## src/hw/rtl/rhca_pkg.sv

```systemverilog
// Shared types, constants and cell arithmetic for the ring hue automaton.
package rhca_pkg;

  localparam int unsigned FACES       = 4;
  localparam int unsigned HUE_W       = 8;
  localparam int unsigned FACE_STRIDE = 64;
  localparam int unsigned RING_STRIDE = 15;
  localparam int unsigned RING_IDX_W  = 5;

  localparam logic CFG_STEP_PERIOD   = 1'b0;
  localparam logic CFG_HUE_INCREMENT = 1'b1;

  localparam logic [HUE_W-1:0] STEP_PERIOD_RST   = 8'd2;
  localparam logic [HUE_W-1:0] HUE_INCREMENT_RST = 8'd3;

  typedef logic [HUE_W-1:0] hue_t;
  typedef logic [FACES-1:0][HUE_W-1:0] ring_t;

  typedef struct packed {
    logic step;
    logic rotate;
  } cell_ctrl_t;

  function automatic ring_t ring_reset(int unsigned ring);
    ring_t val;
    for (int unsigned f = 0; f < FACES; f++) begin
      val[f] = HUE_W'((f * FACE_STRIDE + ring * RING_STRIDE) % 256);
    end
    return val;
  endfunction

  function automatic hue_t cell_mix(hue_t me, hue_t bk, hue_t lf, hue_t rt);
    logic [10:0] mix;
    logic [8:0]  sum;
    mix = (11'(bk) << 2) + (11'(me) << 1) + 11'(lf) + 11'(rt);
    sum = 9'(me) + 9'(mix >> 3);
    return sum[8:1];
  endfunction

endpackage

```

## src/hw/rtl/ring_hue_cellular_automaton.sv

```systemverilog
// Top level of the ring hue automaton: tick counter, cell chain, result sequencing.
// A stepping tick updates all rings at its accept edge; ring 0 shows the result in the next cycle.
// Results: a stepping tick sends RINGS results, one per cycle while out_ready_i is high, as the ring
//   chain rotates by one cell; a tick that does not step sends no results and leaves the input ready.
// Input is held off while results of a step are being sent.
// Reset: cells return to face*64 + ring*15, global hue and tick count clear, registers
//   return to step period 2 and hue increment 3.
module ring_hue_cellular_automaton
  import rhca_pkg::*;
#(
  parameter int unsigned RINGS = 18
) (
  input  logic                  clk_i,
  input  logic                  rst_ni,
  input  logic                  cfg_we_i,
  input  logic                  cfg_idx_i,
  input  logic [HUE_W-1:0]      cfg_data_i,
  input  logic                  in_valid_i,
  output logic                  in_ready_o,
  input  logic                  frame_tick_i,
  output logic                  out_valid_o,
  input  logic                  out_ready_i,
  output logic [RING_IDX_W-1:0] ring_index_o,
  output logic [HUE_W-1:0]      hue_top_o,
  output logic [HUE_W-1:0]      hue_right_o,
  output logic [HUE_W-1:0]      hue_bottom_o,
  output logic [HUE_W-1:0]      hue_left_o,
  output logic                  last_ring_o
);

  localparam int unsigned CNT_W = $clog2(RINGS);

  logic [HUE_W-1:0] period_q, incr_q;
  logic [HUE_W-1:0] tick_q, tick_d, tick_inc;
  logic [HUE_W-1:0] ghue_q, ghue_d;
  logic             busy_q, busy_d;
  logic [CNT_W-1:0] cnt_q, cnt_d;
  logic             in_acc, out_acc, step_hit, is_last;
  ring_t            inject;
  cell_ctrl_t       ctrl;
  ring_t            ring_hue [RINGS];

  assign in_ready_o = !busy_q;
  assign in_acc     = in_valid_i && in_ready_o && frame_tick_i;
  assign out_acc    = out_valid_o && out_ready_i;
  assign tick_inc   = tick_q + 8'd1;
  assign step_hit   = !(tick_inc < period_q);
  assign is_last    = (cnt_q == CNT_W'(RINGS - 1));

  assign ghue_d = ghue_q + incr_q;
  always_comb begin
    for (int unsigned f = 0; f < FACES; f++) begin
      inject[f] = ghue_d + HUE_W'(f * FACE_STRIDE);
    end
  end

  assign ctrl.step   = in_acc && step_hit;
  assign ctrl.rotate = out_acc;

  always_comb begin
    tick_d = tick_q;
    busy_d = busy_q;
    cnt_d  = cnt_q;
    if (in_acc) begin
      tick_d = step_hit ? '0 : tick_inc;
    end
    if (ctrl.step) begin
      busy_d = 1'b1;
      cnt_d  = '0;
    end else if (out_acc) begin
      if (is_last) begin
        busy_d = 1'b0;
        cnt_d  = '0;
      end else begin
        cnt_d = cnt_q + CNT_W'(1);
      end
    end
  end

  always_ff @(posedge clk_i or negedge rst_ni) begin
    if (!rst_ni) begin
      period_q <= STEP_PERIOD_RST;
      incr_q   <= HUE_INCREMENT_RST;
      tick_q   <= '0;
      ghue_q   <= '0;
      busy_q   <= 1'b0;
      cnt_q    <= '0;
    end else begin
      if (cfg_we_i) begin
        unique case (cfg_idx_i)
          CFG_STEP_PERIOD:   period_q <= cfg_data_i;
          CFG_HUE_INCREMENT: incr_q   <= cfg_data_i;
          default:           period_q <= period_q;
        endcase
      end
      if (ctrl.step) begin
        ghue_q <= ghue_d;
      end
      tick_q <= tick_d;
      busy_q <= busy_d;
      cnt_q  <= cnt_d;
    end
  end

  for (genvar r = 0; r < RINGS; r++) begin : g_ring
    if (r == RINGS - 1) begin : g_far
      rhca_cell #(.RING_ID(r), .FAR(1'b1)) u_cell (
        .clk_i  (clk_i),
        .rst_ni (rst_ni),
        .ctrl_i (ctrl),
        .back_i (inject),
        .next_i (ring_hue[0]),
        .hue_o  (ring_hue[r])
      );
    end else if (r == RINGS - 2) begin : g_near_far
      rhca_cell #(.RING_ID(r), .FAR(1'b0)) u_cell (
        .clk_i  (clk_i),
        .rst_ni (rst_ni),
        .ctrl_i (ctrl),
        .back_i (inject),
        .next_i (ring_hue[r+1]),
        .hue_o  (ring_hue[r])
      );
    end else begin : g_inner
      rhca_cell #(.RING_ID(r), .FAR(1'b0)) u_cell (
        .clk_i  (clk_i),
        .rst_ni (rst_ni),
        .ctrl_i (ctrl),
        .back_i (ring_hue[r+1]),
        .next_i (ring_hue[r+1]),
        .hue_o  (ring_hue[r])
      );
    end
  end

  assign out_valid_o  = busy_q;
  assign ring_index_o = RING_IDX_W'(cnt_q);
  assign hue_top_o    = ring_hue[0][0];
  assign hue_right_o  = ring_hue[0][1];
  assign hue_bottom_o = ring_hue[0][2];
  assign hue_left_o   = ring_hue[0][3];
  assign last_ring_o  = is_last;

`ifndef SYNTHESIS
  a_first_ring: assert property (@(posedge clk_i) disable iff (!rst_ni)
    $rose(out_valid_o) |-> cnt_q == '0)
    else $error("step run does not start at ring 0");

  a_cnt_range: assert property (@(posedge clk_i) disable iff (!rst_ni)
    busy_q |-> cnt_q <= CNT_W'(RINGS - 1))
    else $error("ring counter out of range");

  a_run_end: assert property (@(posedge clk_i) disable iff (!rst_ni)
    out_valid_o && out_ready_i && last_ring_o |=> !out_valid_o && in_ready_o)
    else $error("run does not end after last ring");

  a_step_idle: assert property (@(posedge clk_i) disable iff (!rst_ni)
    ctrl.step |-> !busy_q && !ctrl.rotate)
    else $error("step taken while results pending");
`endif

endmodule

```

## src/hw/rtl/rhca_cell.sv

```systemverilog
// One ring of the automaton: four face hues, step update and ring rotation.
module rhca_cell
  import rhca_pkg::*;
#(
  parameter int unsigned RING_ID = 0,
  parameter bit          FAR     = 1'b0
) (
  input  logic       clk_i,
  input  logic       rst_ni,
  input  cell_ctrl_t ctrl_i,
  input  ring_t      back_i,
  input  ring_t      next_i,
  output ring_t      hue_o
);

  ring_t hue_q, hue_d, stepped;

  always_comb begin
    for (int unsigned f = 0; f < FACES; f++) begin
      stepped[f] = FAR ? back_i[f]
                       : cell_mix(hue_q[f], back_i[f], hue_q[(f + 3) % FACES],
                                  hue_q[(f + 1) % FACES]);
    end
  end

  always_comb begin
    hue_d = hue_q;
    if (ctrl_i.step) begin
      hue_d = stepped;
    end else if (ctrl_i.rotate) begin
      hue_d = next_i;
    end
  end

  always_ff @(posedge clk_i or negedge rst_ni) begin
    if (!rst_ni) begin
      hue_q <= ring_reset(RING_ID);
    end else begin
      hue_q <= hue_d;
    end
  end

  assign hue_o = hue_q;

endmodule

```

## config.mk

```make
export PLATFORM = sky130hd
export DESIGN_NAME = ring_hue_cellular_automaton
export DESIGN_NICKNAME = d
export VERILOG_FILES = /design/src/hw/rtl/rhca_pkg.sv /design/src/hw/rtl/ring_hue_cellular_automaton.sv /design/src/hw/rtl/rhca_cell.sv
export SDC_FILE = /design/constraint.sdc
export NUM_CORES = 2
export LEC_CHECK = 0
export BUFFER_PORTS_ARGS = -buffer_cell sky130_fd_sc_hd__buf_2
export CAP_MARGIN = 20
export CORE_ASPECT_RATIO = 1.1
export CORE_UTILIZATION = 35
export CTS_CLUSTER_DIAMETER = 50
export CTS_CLUSTER_SIZE = 14
export DETAILED_ROUTE_END_ITERATION = 7
export GPL_ROUTABILITY_DRIVEN = 0
export SETUP_SLACK_MARGIN = 0.2
export SLEW_MARGIN = 20
export SYNTH_ARGS = -nofsm -noshare
export SYNTH_HDL_FRONTEND = slang
export SYNTH_SLANG_ARGS = --single-unit
```

## constraint.sdc

```tcl
create_clock -name clk_i -period 8.4 [get_ports clk_i]
set_clock_uncertainty 0.1 [all_clocks]
set_input_delay 0.42 -clock clk_i [delete_from_list [all_inputs] [get_ports clk_i]]
set_output_delay 0.42 -clock clk_i [all_outputs]
set_load 0.02 [all_outputs]
```

==> flow_metrics.py <==
metrics = {
    "global_routing": {
        "antenna_found_initial": 2,
        "grt_max_degree": 177,
        "grt_usage": 0.208,
        "overflow": 0,
        "grt_pass1_wl_um": 390000,
        "grt_pass1_vias": 67200,
    },
    "critical_path": {
        "critPathMaxFanout": 6,
        "crit_path_start": "incr_q[0]",
        "crit_slowest_cell": "xor2_1",
        "crit_path_end_kind": "flop",
        "cp_num_buf_inv": 2,
        "rr_worst_depth": 19,
        "cp.depth": 19,
        "cp-start-kind": "flop",
        "path_delay_family": "adder cells",
        "cp_data_arrival_time_ns": 5.88,
        "timing.rr.end": "g_ring[16].g_near_far.u_cell.hue_o[23]",
        "r2r-start": "incr_q[0]",
        "required_ns": 8.89,
        "crit_end": "g_ring[16].g_near_far.u_cell.hue_o[23]",
        "crit_chain": "ha_1 > fa_1 > xor2_1 > fa_1 > inv_1 > fa_1 > inv_1 > ha_1 > a21o_1 > a21oi_1 > nor2b_1 > o21ai_0 > nand2b_1 > xor2_1 > ha_1 > o21a_1 > o21ai_0 > a21oi_1 > a221o_1",
        "rrSetupSlack_ns": 3.01,
        "crit_type": "reg -> reg",
        "cpPeakStageDelay_ns": 0.74,
    },
    "drt": {
        "num_vias": 65100,
        "drt_iter0_drc": 4180,
        "ant_nets": 0,
        "vias_per_cell": 5.57,
        "wl_per_cell_um": 21.2,
        "wl_met1_um": 106000,
        "drc": 0,
        "drt-total-wl_um": 248000,
        "wl_met2_um": 120000,
        "firstDrtPassIters": 6,
        "wl_met3_um": 12600,
        "top_layer_used": "met4",
    },
    "synth": {
        "ys.flop_type": "dfrtp_1",
        "synth_cells": 8451,
        "netlist_area_mm2": 0.0832,
        "netlist-cell-type-count": 61,
        "ys_ff_latch": 614,
        "synth.most_common_cell": "ha_1",
        "synth_area_leaders": "fa_1, ha_1, dfrtp_1",
        "syn_nets": 10700,
        "synth_top_area_cell": "fa_1",
        "synth.top_cell.area_share": 0.246,
        "yosys_warnings": 0,
        "postSynthAreaPerCell_um2": 9.84,
        "synth-edff-count": 0,
        "synthTopCellsByCount": "ha_1, fa_1, a21oi_1, nor2_1, nand2_1",
        "yosysSeqAreaShare": 0.189,
        "async_flop_share": 1.00,
    },
    "clock_tree": {
        "cts_tree": "done",
        "cts_num_sinks": 614,
        "ctsHoldBuffers": 11,
        "cts_setup_buffers": 0,
        "cts_root_buf": "clkbuf_16",
        "cts.repair.resized": 0,
        "clk_path_buf_depth": 3,
        "clock_latency_ns": 0.74,
        "cts.reportedPaths.clkPinSlew_ns": 0.07,
        "cts_buffers": 108,
        "htree_levels": 3,
    },
    "placement": {
        "port_buffers": 54,
        "dpl.hpwl_um": 183000,
    },
    "run": {
        "max-cap-violations": 0,
    },
    "timing": {
        "tightest_slew_ns": 1.08,
        "hold_violations": 0,
        "worst_slew_margin_rel": 0.283,
        "maxSlewViolCount": 0,
        "post-route-min-period_ns": 5.39,
        "finalSetupViolCount": 0,
        "max_freq_ghz": 0.186,
        "fin_crit_sh": 0.642,
        "rsz0062_at_grt": "false",
        "fin_tns_setup_ns": 0,
    },
    "die": {
        "die-area_mm2": 0.240,
        "coreArea_mm2": 0.236,
        "dieHeight_um": 513,
        "start_util": 0.352,
        "ioPinCount": 55,
        "num_rows": 187,
        "die_w_um": 467,
    },
    "layout": {
        "nFillCells": 22900,
        "multiInputGateArea_mm2": 0.0656,
        "seq_area_mm2": 0.0157,
        "final_nets": 10700,
        "areaGrowthSynthToFinish_pct": 9.51,
        "layout-drive-gt1-share": 0.0752,
    },
    "outcome": {
        "status": "finished clean",
    },
    "min_path": {
        "hold_class": "in -> reg",
    },
}
registers in the layout, indices dropped and copies added, names as in the netlist:
name / flops
g_ring.g_far.u_cell.hue_o: 32
g_ring.g_inner.u_cell.hue_o: 512
g_ring.g_near_far.u_cell.hue_o: 32
ghue_q: 8
incr_q: 8
out_valid_o: 1
period_q: 8
ring_index_o: 5
tick_q: 8
worst min-delay path, stage by stage:
cell     delay [ns]
buf_2          0.10
nor2b_1        0.17
nand2_1        0.11
o21ai_0        0.07
cells in the final DEF, fill, tap and decap left out, drive strengths merged, types with 44 or more instances in the layout:
master,Yosys,routed
nand4,54,54
and2,71,71
and4,64,64
xnor2,429,429
o21ai,563,563
o21bai,115,115
nand2b,93,93
dfrtp,323,323
nor2,686,686
fa,1021,1021
xor2,291,291
ha,1174,1174
clkbuf,83,119
a21oi,889,889
or3,44,44
buf,122,107
o22ai,220,220
a21o,209,209
nor3,183,183
nand2,650,650
inv,241,268
dfstp,291,291
nor2b,107,107
a22oi,108,108
o21a,48,48
a221o,115,115
a31oi,97,97
metal layers:
metal | global-route usage | vias to the layer above
met2 | 0.358 | 1625
met4 | 0.0727 | 0
met1 | 0.267 | 32800
met5 | 0 | -
li1 | - | 30300
met3 | 0.0248 | 409
logic make-up after synthesis:
family | count (synthesis) | synth area share
AOI/OAI and AO/OA | 2411 | 0.174
adders and majority gates | 2195 | 0.422
and+or+nand+nor | 2024 | 0.112
xor gates and xnor gates | 720 | 0.0758
DFF | 614 | 0.189
buffers and inverters | 446 | 0.0226
muxes | 41 | 0.00507
cell type report:
cell class | instances | area share
Clock buffer | 119 | 0.0309
Clock inverter | 85 | 0.0141
Antenna cell | 2 | 0.0000549
Tap cell | 3118 | 0.0428
Multi-Input combinational cell | 7391 | 0.720
Timing Repair Buffer | 118 | 0.00948
Sequential cell | 614 | 0.173
Inverter | 241 | 0.00993
how the worst min path moves through the flow:
stage / startpoint / to / slack (ns) / cells after the start
CTS: cfg_idx_i / period_q[6] / 0.02 / 4
global route: cfg_idx_i / period_q[7] / 0.12 / 3
global placement: ghue_q[4] / ghue_q[4] / 0.36 / 2
detailed placement: rst_ni / g_ring[10].g_inner.u_cell.hue_o[29] / 0.38 / 1
finish: cfg_idx_i / period_q[3] / 0.08 / 4
floorplan: rst_ni / g_ring[0].g_inner.u_cell.hue_o[0] / 0.02 / 0
per-stage QoR:
| stage | worst slack, ns | cell area [um2] | hold WS [ns] | instances | util |
|---|---|---|---|---|---|
| 2_1_floorplan | 3.75 | 83200 | 0.0244 | 8451 | - |
| 3_3_place_gp | 3.10 | 86900 | 0.365 | 11500 | 0.368 |
| 3_5_place_dp | 3.08 | 86900 | 0.377 | 11500 | 0.368 |
| 4_1_cts | 3.02 | 91100 | 0.0170 | 11700 | 0.386 |
| 5_1_grt | 2.70 | 91100 | 0.117 | 11700 | 0.386 |
| 6_report | 3.01 | 91100 | 0.0751 | 11700 | 0.386 |
Power is left out: the tool's default activity adds up to more than one toggle a clock period on the data nets, which glitch-free logic cannot reach.
